**src/rtl/ofg_pkg.sv**
```systemverilog
// ----------------------------------------------------------------------------
// ofg_pkg
// Shared types, codes and defaults for the observation freshness guard.
// ----------------------------------------------------------------------------
package ofg_pkg;

  // default widths of the time, age and streak fields
  localparam int unsigned TIME_BITS_DEF   = 48;
  localparam int unsigned AGE_BITS_DEF    = 32;
  localparam int unsigned STREAK_BITS_DEF = 8;

  // configuration register widths
  localparam int unsigned LIMIT_W = 32;
  localparam int unsigned RCNT_W  = 8;
  localparam int unsigned CFG_W   = 32;
  localparam int unsigned CFG_A_W = 2;

  // configuration reset values
  localparam logic [LIMIT_W-1:0] FRESH_LIMIT_RST    = 32'd100000;
  localparam logic [LIMIT_W-1:0] FALLBACK_LIMIT_RST = 32'd0;
  localparam logic [RCNT_W-1:0]  RECOVERY_COUNT_RST = 8'd1;

  // configuration register indexes
  typedef enum logic [CFG_A_W-1:0] {
    CFG_FRESH_LIMIT    = 2'd0,
    CFG_FALLBACK_LIMIT = 2'd1,
    CFG_RECOVERY_COUNT = 2'd2
  } cfg_idx_e;

  // item kinds
  typedef enum logic [1:0] {
    KIND_UPDATE = 2'd0,
    KIND_RESUME = 2'd1,
    KIND_CLEAR  = 2'd2
  } kind_e;

  // guard modes
  typedef enum logic [2:0] {
    MODE_WAITING   = 3'd0,
    MODE_LIVE      = 3'd1,
    MODE_HOLD      = 3'd2,
    MODE_FALLBACK  = 3'd3,
    MODE_RECOVERED = 3'd4
  } mode_e;

  // single-bit status that goes with each result
  typedef struct packed {
    logic resume_ok;
    logic pose_held;
    logic latched;
  } flags_t;

endpackage

```
**src/rtl/ofg_core.sv**
```systemverilog
// ----------------------------------------------------------------------------
// ofg_core
// Guard state and the per-item update: freshness test, stale time, mode
// choice, fallback latch, recovery streak, resume and clear.
// ----------------------------------------------------------------------------
module ofg_core #(
  parameter int unsigned TIME_BITS   = ofg_pkg::TIME_BITS_DEF,
  parameter int unsigned AGE_BITS    = ofg_pkg::AGE_BITS_DEF,
  parameter int unsigned STREAK_BITS = ofg_pkg::STREAK_BITS_DEF
) (
  input  logic                        clk_i,
  input  logic                        rst_ni,
  // one item is processed in a cycle with en_i high
  input  logic                        en_i,
  input  logic [1:0]                  kind_i,
  input  logic [TIME_BITS-1:0]        now_time_i,
  input  logic                        pose_present_i,
  input  logic                        age_valid_i,
  input  logic [AGE_BITS-1:0]         pose_age_i,
  input  logic [ofg_pkg::LIMIT_W-1:0] fresh_limit_i,
  input  logic [ofg_pkg::LIMIT_W-1:0] fallback_limit_i,
  input  logic [ofg_pkg::RCNT_W-1:0]  recovery_count_i,
  // status after the item
  output ofg_pkg::mode_e              mode_o,
  output logic [AGE_BITS-1:0]         stale_time_o,
  output logic [STREAK_BITS-1:0]      fresh_streak_o,
  output ofg_pkg::flags_t             flags_o
);

  // common compare width
  localparam int unsigned CW0 = (TIME_BITS > AGE_BITS) ? TIME_BITS : AGE_BITS;
  localparam int unsigned CW  = (CW0 > ofg_pkg::LIMIT_W) ? CW0 : ofg_pkg::LIMIT_W;
  localparam int unsigned SW  = (STREAK_BITS > ofg_pkg::RCNT_W) ? STREAK_BITS
                                                                : ofg_pkg::RCNT_W;
  localparam logic [CW-1:0] AgeMax = CW'({AGE_BITS{1'b1}});

  logic                   pose_cached_q, pose_cached_d;
  logic                   ftv_q, ftv_d;
  logic [TIME_BITS-1:0]   last_q, last_d;
  logic                   latch_q, latch_d;
  logic [STREAK_BITS-1:0] streak_q, streak_d;
  ofg_pkg::mode_e         mode_q, mode_d;
  logic [AGE_BITS-1:0]    stale_q, stale_d;
  logic                   resume_ok;

  // widened operands
  logic [CW-1:0] now_x, age_x, fl_x, fb_x, last_x;
  logic          fresh, fb_en, set_time, age_gt_now;
  logic [CW-1:0] stale_full;
  logic [STREAK_BITS-1:0] streak_inc;

  assign now_x  = CW'(now_time_i);
  assign age_x  = CW'(pose_age_i);
  assign fl_x   = CW'(fresh_limit_i);
  assign fb_x   = CW'(fallback_limit_i);
  assign last_x = CW'(last_q);

  // freshness and stale-time terms, all in parallel
  assign fresh      = pose_present_i && age_valid_i && (age_x <= fl_x);
  assign fb_en      = (fallback_limit_i != '0);
  assign set_time   = fresh || (!ftv_q && pose_present_i && age_valid_i);
  assign age_gt_now = (age_x > now_x);
  assign streak_inc = (streak_q == {STREAK_BITS{1'b1}}) ? streak_q
                                                        : streak_q + 1'b1;

  // a fresh time set this item gives stale = now - (now - age), clamped
  always_comb begin
    if (set_time) begin
      stale_full = age_gt_now ? now_x : age_x;
    end else if (ftv_q) begin
      stale_full = (now_x >= last_x) ? (now_x - last_x) : '0;
    end else begin
      stale_full = fb_en ? fb_x : '0;
    end
  end

  // next state
  always_comb begin
    pose_cached_d = pose_cached_q;
    ftv_d         = ftv_q;
    last_d        = last_q;
    latch_d       = latch_q;
    streak_d      = streak_q;
    mode_d        = mode_q;
    stale_d       = stale_q;
    resume_ok     = 1'b0;
    case (ofg_pkg::kind_e'(kind_i))
      ofg_pkg::KIND_UPDATE: begin
        if (pose_present_i) begin
          pose_cached_d = 1'b1;
        end
        if (set_time) begin
          last_d = age_gt_now ? '0 : TIME_BITS'(now_x - age_x);
          ftv_d  = 1'b1;
        end
        stale_d = (stale_full > AgeMax) ? {AGE_BITS{1'b1}} : AGE_BITS'(stale_full);
        if (latch_q) begin
          streak_d = fresh ? streak_inc : '0;
          mode_d   = (SW'(streak_d) >= SW'(recovery_count_i)) ? ofg_pkg::MODE_RECOVERED
                                                              : ofg_pkg::MODE_FALLBACK;
        end else begin
          streak_d = '0;
          if (fresh) begin
            mode_d = ofg_pkg::MODE_LIVE;
          end else if (pose_cached_d && (!fb_en || stale_full <= fb_x)) begin
            mode_d = ofg_pkg::MODE_HOLD;
          end else if (fb_en) begin
            latch_d = 1'b1;
            mode_d  = ofg_pkg::MODE_FALLBACK;
          end else begin
            mode_d = ofg_pkg::MODE_WAITING;
          end
        end
      end
      ofg_pkg::KIND_RESUME: begin
        if (latch_q && mode_q == ofg_pkg::MODE_RECOVERED) begin
          latch_d   = 1'b0;
          streak_d  = '0;
          stale_d   = '0;
          mode_d    = ofg_pkg::MODE_LIVE;
          resume_ok = 1'b1;
        end
      end
      ofg_pkg::KIND_CLEAR: begin
        pose_cached_d = 1'b0;
        ftv_d         = 1'b0;
        last_d        = '0;
        latch_d       = 1'b0;
        streak_d      = '0;
        mode_d        = ofg_pkg::MODE_WAITING;
        stale_d       = '0;
      end
      default: begin
        // unused kind leaves everything as it is
      end
    endcase
  end

  // state registers
  always_ff @(posedge clk_i or negedge rst_ni) begin
    if (!rst_ni) begin
      pose_cached_q <= 1'b0;
      ftv_q         <= 1'b0;
      last_q        <= '0;
      latch_q       <= 1'b0;
      streak_q      <= '0;
      mode_q        <= ofg_pkg::MODE_WAITING;
      stale_q       <= '0;
    end else if (en_i) begin
      pose_cached_q <= pose_cached_d;
      ftv_q         <= ftv_d;
      last_q        <= last_d;
      latch_q       <= latch_d;
      streak_q      <= streak_d;
      mode_q        <= mode_d;
      stale_q       <= stale_d;
    end
  end

  // status after the item
  assign mode_o            = mode_d;
  assign stale_time_o      = stale_d;
  assign fresh_streak_o    = streak_d;
  assign flags_o.resume_ok = resume_ok;
  assign flags_o.pose_held = pose_cached_d;
  assign flags_o.latched   = latch_d;

  // latch only lives in fallback or recovered wait
  assert property (@(posedge clk_i) disable iff (!rst_ni)
    latch_q |-> (mode_q == ofg_pkg::MODE_FALLBACK || mode_q == ofg_pkg::MODE_RECOVERED))
    else $error("latch set outside fallback and recovered wait");

  // the streak only counts while latched
  assert property (@(posedge clk_i) disable iff (!rst_ni)
    (streak_q != '0) |-> latch_q)
    else $error("fresh streak nonzero while not latched");

  // an accepted resume leaves the latch and goes live
  assert property (@(posedge clk_i) disable iff (!rst_ni)
    (en_i && resume_ok) |=> (!latch_q && mode_q == ofg_pkg::MODE_LIVE && stale_q == '0))
    else $error("accepted resume did not release the latch");

  // a clear returns the guard to its reset state
  assert property (@(posedge clk_i) disable iff (!rst_ni)
    (en_i && kind_i == ofg_pkg::KIND_CLEAR) |=>
      (!latch_q && !pose_cached_q && !ftv_q && mode_q == ofg_pkg::MODE_WAITING))
    else $error("clear left state behind");

  // state moves only with an item
  assert property (@(posedge clk_i) disable iff (!rst_ni)
    !en_i |=> ($stable(mode_q) && $stable(latch_q) && $stable(last_q)))
    else $error("guard state changed without an item");

endmodule

```
**src/rtl/observation_freshness_guard_top.sv**
```systemverilog
// ----------------------------------------------------------------------------
// observation_freshness_guard_top
// Watchdog that judges the freshness of an external pose observation.
// ----------------------------------------------------------------------------
// One beat in gives one beat out. An input register feeds the guard update,
// and its status lands in a result register when that is free or read out;
// while a result waits, the input side stays open only if the input
// register is empty. Throughput is one beat per cycle when the result side
// does not stall, limited by the single guard update stage whose state is
// read and written in the same cycle. Configuration writes take effect at
// once and belong to periods when no beat is in flight.
module observation_freshness_guard_top #(
  parameter int unsigned TIME_BITS   = ofg_pkg::TIME_BITS_DEF,
  parameter int unsigned AGE_BITS    = ofg_pkg::AGE_BITS_DEF,
  parameter int unsigned STREAK_BITS = ofg_pkg::STREAK_BITS_DEF,
  // packed beat widths, rounded up to whole bytes
  localparam int unsigned InRaw  = TIME_BITS + 2 + AGE_BITS,
  localparam int unsigned InW    = ((InRaw + 7) / 8) * 8,
  localparam int unsigned OutRaw = 3 + AGE_BITS + STREAK_BITS + 3,
  localparam int unsigned OutW   = ((OutRaw + 7) / 8) * 8
) (
  input  logic                          clk_i,
  input  logic                          rst_ni,
  // configuration writes
  input  logic                          cfg_we_i,
  input  logic [ofg_pkg::CFG_A_W-1:0]   cfg_addr_i,
  input  logic [ofg_pkg::CFG_W-1:0]     cfg_wdata_i,
  // input beats
  input  logic                          s_axis_tvalid_i,
  output logic                          s_axis_tready_o,
  // now_time, pose_present, age_valid, pose_age
  input  logic [InW-1:0]                s_axis_tdata_i,
  // kind
  input  logic [1:0]                    s_axis_tuser_i,
  // result beats
  output logic                          m_axis_tvalid_o,
  input  logic                          m_axis_tready_i,
  // mode, stale_time, fresh_streak, latched, pose_held, resume_ok
  output logic [OutW-1:0]               m_axis_tdata_o
);

  logic [ofg_pkg::LIMIT_W-1:0] fresh_limit_q, fallback_limit_q;
  logic [ofg_pkg::RCNT_W-1:0]  recovery_count_q;

  logic                   in_vld_q, in_vld_d;
  logic [1:0]             kind_q;
  logic [TIME_BITS-1:0]   now_q;
  logic                   pp_q, av_q;
  logic [AGE_BITS-1:0]    age_q;

  logic                   out_vld_q, out_vld_d;
  logic [OutRaw-1:0]      out_q;

  logic                   in_fire, advance, en;
  ofg_pkg::mode_e         mode;
  logic [AGE_BITS-1:0]    stale;
  logic [STREAK_BITS-1:0] streak;
  ofg_pkg::flags_t        flags;

  // configuration registers
  always_ff @(posedge clk_i or negedge rst_ni) begin
    if (!rst_ni) begin
      fresh_limit_q    <= ofg_pkg::FRESH_LIMIT_RST;
      fallback_limit_q <= ofg_pkg::FALLBACK_LIMIT_RST;
      recovery_count_q <= ofg_pkg::RECOVERY_COUNT_RST;
    end else if (cfg_we_i) begin
      case (ofg_pkg::cfg_idx_e'(cfg_addr_i))
        ofg_pkg::CFG_FRESH_LIMIT:    fresh_limit_q    <= cfg_wdata_i[ofg_pkg::LIMIT_W-1:0];
        ofg_pkg::CFG_FALLBACK_LIMIT: fallback_limit_q <= cfg_wdata_i[ofg_pkg::LIMIT_W-1:0];
        ofg_pkg::CFG_RECOVERY_COUNT: recovery_count_q <= cfg_wdata_i[ofg_pkg::RCNT_W-1:0];
        default: begin
          // no register at this index
        end
      endcase
    end
  end

  // pipeline handshake
  assign advance         = !out_vld_q || m_axis_tready_i;
  assign en              = in_vld_q && advance;
  assign s_axis_tready_o = !in_vld_q || advance;
  assign in_fire         = s_axis_tvalid_i && s_axis_tready_o;
  assign in_vld_d        = in_fire ? 1'b1 : (en ? 1'b0 : in_vld_q);
  assign out_vld_d       = en ? 1'b1 : (m_axis_tready_i ? 1'b0 : out_vld_q);

  always_ff @(posedge clk_i or negedge rst_ni) begin
    if (!rst_ni) begin
      in_vld_q  <= 1'b0;
      out_vld_q <= 1'b0;
    end else begin
      in_vld_q  <= in_vld_d;
      out_vld_q <= out_vld_d;
    end
  end

  // input register
  always_ff @(posedge clk_i) begin
    if (in_fire) begin
      kind_q <= s_axis_tuser_i;
      now_q  <= s_axis_tdata_i[TIME_BITS-1:0];
      pp_q   <= s_axis_tdata_i[TIME_BITS];
      av_q   <= s_axis_tdata_i[TIME_BITS+1];
      age_q  <= s_axis_tdata_i[TIME_BITS+2 +: AGE_BITS];
    end
  end

  ofg_core #(
    .TIME_BITS   (TIME_BITS),
    .AGE_BITS    (AGE_BITS),
    .STREAK_BITS (STREAK_BITS)
  ) u_core (
    .clk_i            (clk_i),
    .rst_ni           (rst_ni),
    .en_i             (en),
    .kind_i           (kind_q),
    .now_time_i       (now_q),
    .pose_present_i   (pp_q),
    .age_valid_i      (av_q),
    .pose_age_i       (age_q),
    .fresh_limit_i    (fresh_limit_q),
    .fallback_limit_i (fallback_limit_q),
    .recovery_count_i (recovery_count_q),
    .mode_o           (mode),
    .stale_time_o     (stale),
    .fresh_streak_o   (streak),
    .flags_o          (flags)
  );

  // result register
  always_ff @(posedge clk_i) begin
    if (en) begin
      out_q <= {flags.resume_ok, flags.pose_held, flags.latched, streak, stale,
                3'(mode)};
    end
  end

  assign m_axis_tvalid_o = out_vld_q;
  assign m_axis_tdata_o  = OutW'(out_q);

endmodule

```
**config.mk**
```make
export PLATFORM = sky130hd
export DESIGN_NAME = observation_freshness_guard_top
export DESIGN_NICKNAME = d
export VERILOG_FILES = /design/src/rtl/ofg_pkg.sv /design/src/rtl/ofg_core.sv /design/src/rtl/observation_freshness_guard_top.sv
export SDC_FILE = /design/constraint.sdc
export NUM_CORES = 1
export LEC_CHECK = 0
export ABC_AREA = 1
export BUFFER_PORTS_ARGS = -buffer_cell sky130_fd_sc_hd__buf_2
export CAP_MARGIN = 20
export CELL_PAD_IN_SITES_DETAIL_PLACEMENT = 0
export CELL_PAD_IN_SITES_GLOBAL_PLACEMENT = 1
export CORE_AREA = 10 10 225 248
export DETAILED_ROUTE_END_ITERATION = 8
export DIE_AREA = 0 0 235 258
export MAX_ROUTING_LAYER = met4
export PLACE_DENSITY = 0.77
export SYNTH_ARGS = -nofsm -noshare
export SYNTH_HDL_FRONTEND = slang
export SYNTH_SLANG_ARGS = --single-unit
```
**constraint.sdc**
```tcl
create_clock -name clk_i -period 3.8 [get_ports clk_i]
set_input_delay 0.76 -clock clk_i [delete_from_list [all_inputs] [get_ports clk_i]]
set_output_delay 0.76 -clock clk_i [all_outputs]
set_load 0.01 [all_outputs]
```
==> flow_results.xml <==
<?xml version="1.0" encoding="UTF-8"?>
<metrics>
  <group name="global_routing">
    <metric name="global_route_wire_length_before_repair" unit="um">117000</metric>
    <metric name="first_global_vias" unit="">20900</metric>
    <metric name="grt_busiest_layer" unit="">met2</metric>
    <metric name="grt_max_degree" unit="">87</metric>
    <metric name="globalRouteMet3Util" unit="%">3.07</metric>
    <metric name="met1_usage" unit="%">28.4</metric>
    <metric name="grt_usage" unit="%">25.1</metric>
    <metric name="grt_overflow" unit="">0</metric>
    <metric name="grt_util_met2" unit="%">44.5</metric>
    <metric name="number_of_antenna_violations_at_the_first_check_in_global_routing" unit="">0</metric>
  </group>
  <group name="floorplanning">
    <metric name="floorplan.core_area" unit="um^2">50800</metric>
    <metric name="fp-row-count" unit="">87</metric>
    <metric name="die_area" unit="um^2">60600</metric>
    <metric name="die-width" unit="um">235</metric>
    <metric name="floorplan.initialDensity" unit="%">40.3</metric>
    <metric name="io_count" unit="">179</metric>
    <metric name="die_height" unit="um">258</metric>
  </group>
  <group name="yosys">
    <metric name="synth_flop_cell" unit="">sky130_fd_sc_hd__dfrtp_1</metric>
    <metric name="number_of_flops_mapped_to_enable_cells_by_yosys" unit="">130</metric>
    <metric name="yosysWarnings" unit="">0</metric>
    <metric name="async_flop_share" unit="%">56.4</metric>
    <metric name="mappedNetlistArea" unit="um^2">20500</metric>
    <metric name="synthesis.instances" unit="">2747</metric>
    <metric name="synth.yosys.seq_area_share" unit="%">39.6</metric>
    <metric name="synth_seq_cells" unit="">298</metric>
    <metric name="synth.distinct_cells" unit="">53</metric>
    <metric name="synth_area_per_cell" unit="um^2">7.46</metric>
  </group>
  <group name="critical_path">
    <metric name="critical_path.endpoint_type" unit="">flop</metric>
    <metric name="r2r_end" unit="">out_q[0]$_DFFE_PP_</metric>
    <metric name="r2r_start" unit="">now_q[13]$_DFFE_PP_</metric>
    <metric name="slowest_delay" unit="ns">0.53</metric>
    <metric name="setup.worst_path.start_class" unit="">flop</metric>
    <metric name="required_worst_endpoint" unit="ns">4.12</metric>
    <metric name="worst_r2r_path_depth" unit="">28</metric>
    <metric name="worst_path_arrival" unit="ns">4.57</metric>
    <metric name="critPathMaxFanout" unit="">6</metric>
    <metric name="crit_type" unit="">reg -&gt; reg</metric>
    <metric name="cpMaxStageDelayCell" unit="">sky130_fd_sc_hd__edfxtp_1</metric>
    <metric name="crit_top_cell" unit="">sky130_fd_sc_hd__nand2_2</metric>
    <metric name="reg2reg_slack" unit="ns">-0.45</metric>
  </group>
  <group name="detailed_routing">
    <metric name="antenna_violating_nets_post_route" unit="">0</metric>
    <metric name="via_count" unit="">20900</metric>
    <metric name="detailedRoute.firstPassIterationCount" unit="">6</metric>
    <metric name="wl_per_cell" unit="um">18.5</metric>
    <metric name="via_per_inst" unit="">4.96</metric>
    <metric name="drcViolationCount" unit="">0</metric>
    <metric name="drt_wl_total" unit="um">77700</metric>
    <metric name="detail_route.iter0.violations" unit="">1459</metric>
  </group>
  <group name="sta">
    <metric name="timing.final.crit_share" unit="%">112</metric>
    <metric name="max_freq" unit="MHz">235</metric>
    <metric name="worst_pin_slew" unit="ns">1.03</metric>
    <metric name="tns" unit="ns">-2.21</metric>
    <metric name="final_setup_violation_count" unit="">8</metric>
    <metric name="layout_setup_ws" unit="ns">-0.453</metric>
    <metric name="post-route-min-period" unit="ns">4.25</metric>
    <metric name="hold_viol" unit="">0</metric>
    <metric name="rsz_0062_raised_after_global_routing" unit="">true</metric>
    <metric name="max_slew_margin" unit="%">31.1</metric>
    <metric name="finalHoldWorstSlack" unit="ns">0.0858</metric>
    <metric name="finalMaxSlewViolations" unit="">0</metric>
    <metric name="timing.clock.skew" unit="ns">0.0302</metric>
  </group>
  <group name="placed_design">
    <metric name="placement.io_buffers" unit="">170</metric>
    <metric name="routabilityCongestion" unit="">1.00</metric>
    <metric name="detailedPlacementHpwl" unit="um">61800</metric>
    <metric name="dpl-instance-area" unit="um^2">26100</metric>
  </group>
  <group name="clock_tree">
    <metric name="tritoncts" unit="">built</metric>
    <metric name="cts.sink_count" unit="">298</metric>
    <metric name="cts-hold-fix-buffers" unit="">0</metric>
    <metric name="clock_latency" unit="ns">0.57</metric>
    <metric name="buffers_from_clock_root_to_sink_at_most" unit="">3</metric>
    <metric name="cts_buffers" unit="">35</metric>
    <metric name="htree_levels" unit="">2</metric>
    <metric name="path_clk_slew" unit="ns">0.06</metric>
    <metric name="clockRootBuffer" unit="">sky130_fd_sc_hd__clkbuf_16</metric>
  </group>
  <group name="pwr">
    <metric name="max-vdd-ir-drop" unit="V">0.000429</metric>
    <metric name="total_leakage_power" unit="nW">15.0</metric>
    <metric name="power_per_cell_area" unit="nW/um^2">635</metric>
  </group>
  <group name="worst_hold_path">
    <metric name="class_of_the_worst_hold_path" unit="">in -&gt; async</metric>
  </group>
  <group name="run_status">
    <metric name="failed_checks" unit="">negative setup slack</metric>
    <metric name="run_status" unit="">complete, but fails checks</metric>
  </group>
  <group name="final_layout">
    <metric name="post_route_cells_drive_above_1_share" unit="%">32.9</metric>
    <metric name="nets" unit="">3800</metric>
    <metric name="fillers" unit="">4651</metric>
    <metric name="layout.cell_area.non_filler" unit="um^2">29800</metric>
    <metric name="leading_cell_types_in_the_layout_fill_and_taps_excluded" unit="">sky130_fd_sc_hd__nand2_1 (719), sky130_fd_sc_hd__buf_4 (585), sky130_fd_sc_hd__inv_1 (498), sky130_fd_sc_hd__nor2_1 (174), sky130_fd_sc_hd__buf_2 (169)</metric>
    <metric name="ant_diodes" unit="">0</metric>
    <metric name="synthToLayoutAreaGrowth" unit="%">45.4</metric>
    <metric name="most_common_cell_after_layout_fill_and_taps_aside" unit="">sky130_fd_sc_hd__nand2_1</metric>
  </group>
  <group name="flow_run">
    <metric name="max-cap-violations" unit="">0</metric>
  </group>
</metrics>
## per-layer routing
layer  up-vias  wire (um)
met5         -          0
li1      10400          -
met2       537      39700
met3       169       3130
met1      9734      31400
met4         0       3430
## synth_stat cells (28+ instances only)
library cell               number  area, um^2
sky130_fd_sc_hd__nand3_1       73         365
sky130_fd_sc_hd__o21ai_0      161         806
sky130_fd_sc_hd__inv_1        519        1950
sky130_fd_sc_hd__o22ai_1       43         269
sky130_fd_sc_hd__xnor2_1       41         359
sky130_fd_sc_hd__edfxtp_1     130        3900
sky130_fd_sc_hd__o211ai_1      31         233
sky130_fd_sc_hd__nor2_1       198         743
sky130_fd_sc_hd__o221ai_1      28         245
sky130_fd_sc_hd__clkbuf_1      41         154
sky130_fd_sc_hd__a21oi_1      124         621
sky130_fd_sc_hd__nand4_1       30         188
sky130_fd_sc_hd__xor2_1        29         254
sky130_fd_sc_hd__a31oi_1       36         225
sky130_fd_sc_hd__nand2_1      793        2980
sky130_fd_sc_hd__ha_1         153        1910
sky130_fd_sc_hd__dfrtp_1      161        4030
## worst max path at each step
| stage | slack (ns) | cells after the start | to | startpoint |
|---|---|---|---|---|
| final | -0.45 | 28 | out_q[0]$_DFFE_PP_ | now_q[13]$_DFFE_PP_ |
| after global routing | -0.63 | 28 | out_q[0]$_DFFE_PP_ | now_q[13]$_DFFE_PP_ |
| after CTS | -0.51 | 35 | out_q[0]$_DFFE_PP_ | now_q[0]$_DFFE_PP_ |
| after detailed placement | -0.89 | 30 | out_q[0]$_DFFE_PP_ | now_q[26]$_DFFE_PP_ |
| after global placement | -0.88 | 30 | out_q[0]$_DFFE_PP_ | now_q[26]$_DFFE_PP_ |
| after floorplan | 0.02 | 32 | out_q[0]$_DFFE_PP_ | now_q[0]$_DFFE_PP_ |
## flip-flops by register name, indices dropped and copies added, names as in the netlist
name                  flops
u_core.streak_q           8
age_q                    32
u_core.mode_q             3
fresh_limit_q            32
m_axis_tvalid_o           1
u_core.stale_q           32
recovery_count_q          8
u_core.ftv_q              1
out_q                    46
in_vld_q                  1
fallback_limit_q         32
u_core.last_q            48
kind_q                    2
av_q                      1
u_core.pose_cached_q      1
now_q                    48
u_core.latch_q            1
pp_q                      1
## power breakdown
group | internal (W) | leakage, nW | switching, W
Clock | 0.00219 | 0.610 | 0.00146
Combinational | 0.00514 | 11.0 | 0.00568
Sequential | 0.00411 | 3.36 | 0.000339
Total | 0.0114 | 15.0 | 0.00749
## metrics by stage
| stage | instances | util (%) | power [W] | setup slack [ns] |
|---|---|---|---|---|
| finish | 4210 | 58.6 | 0.0189 | -0.453 |
| global route | 4210 | 58.6 | 0.0201 | -0.633 |
| CTS | 4195 | 55.6 | 0.0179 | -0.514 |
| detailed placement | 4069 | 51.3 | 0.0135 | -0.887 |
| global placement | 4069 | 51.3 | 0.0134 | -0.876 |
| floorplan | 2748 | - | 0.00879 | 0.0203 |
## cell families after synthesis
kind of cell	Yosys count	synth area share (%)
adders and majority gates	155	9.54
and+or+nand+nor	1162	23.1
DFF	298	39.6
other	1	0.0183
buffers and inverters	586	11.0
xor gates and xnor gates	70	2.99
AOI/OAI and AO/OA	475	13.8
## critical path, delay by kind of cell (launching register included)
kind	cells	cell delay, ns
adders and majority gates	2	0.48
buffers and inverters	6	0.81
DFF	1	0.53
and+or+nand+nor	12	1.04
AOI/OAI and AO/OA	8	1.15
## layout make-up
cell class / count / area, um^2 / share of cell area [%]
Multi-Input combinational cell: 1864 / 11800 / 39.5
Clock inverter: 15 / 226 / 0.760
Timing Repair Buffer: 790 / 5800 / 19.5
Sequential cell: 298 / 8120 / 27.2
Clock buffer: 49 / 1020 / 3.44
Inverter: 526 / 2000 / 6.70
Timing Repair inverter: 1 / 16.3 / 0.0546
Tap cell: 667 / 835 / 2.80
## timing repair
| action | 4_1_cts | 5_1_grt |
|---|---|---|
| resized for setup | 105 | 262 |
| endpoints found under the setup margin | 8 | 41 |
| pin swaps | 34 | 99 |
| gates cloned | 2 | 4 |
| setup buffers | 60 | 28 |
Note: power is estimated with default switching activity, not from simulation.
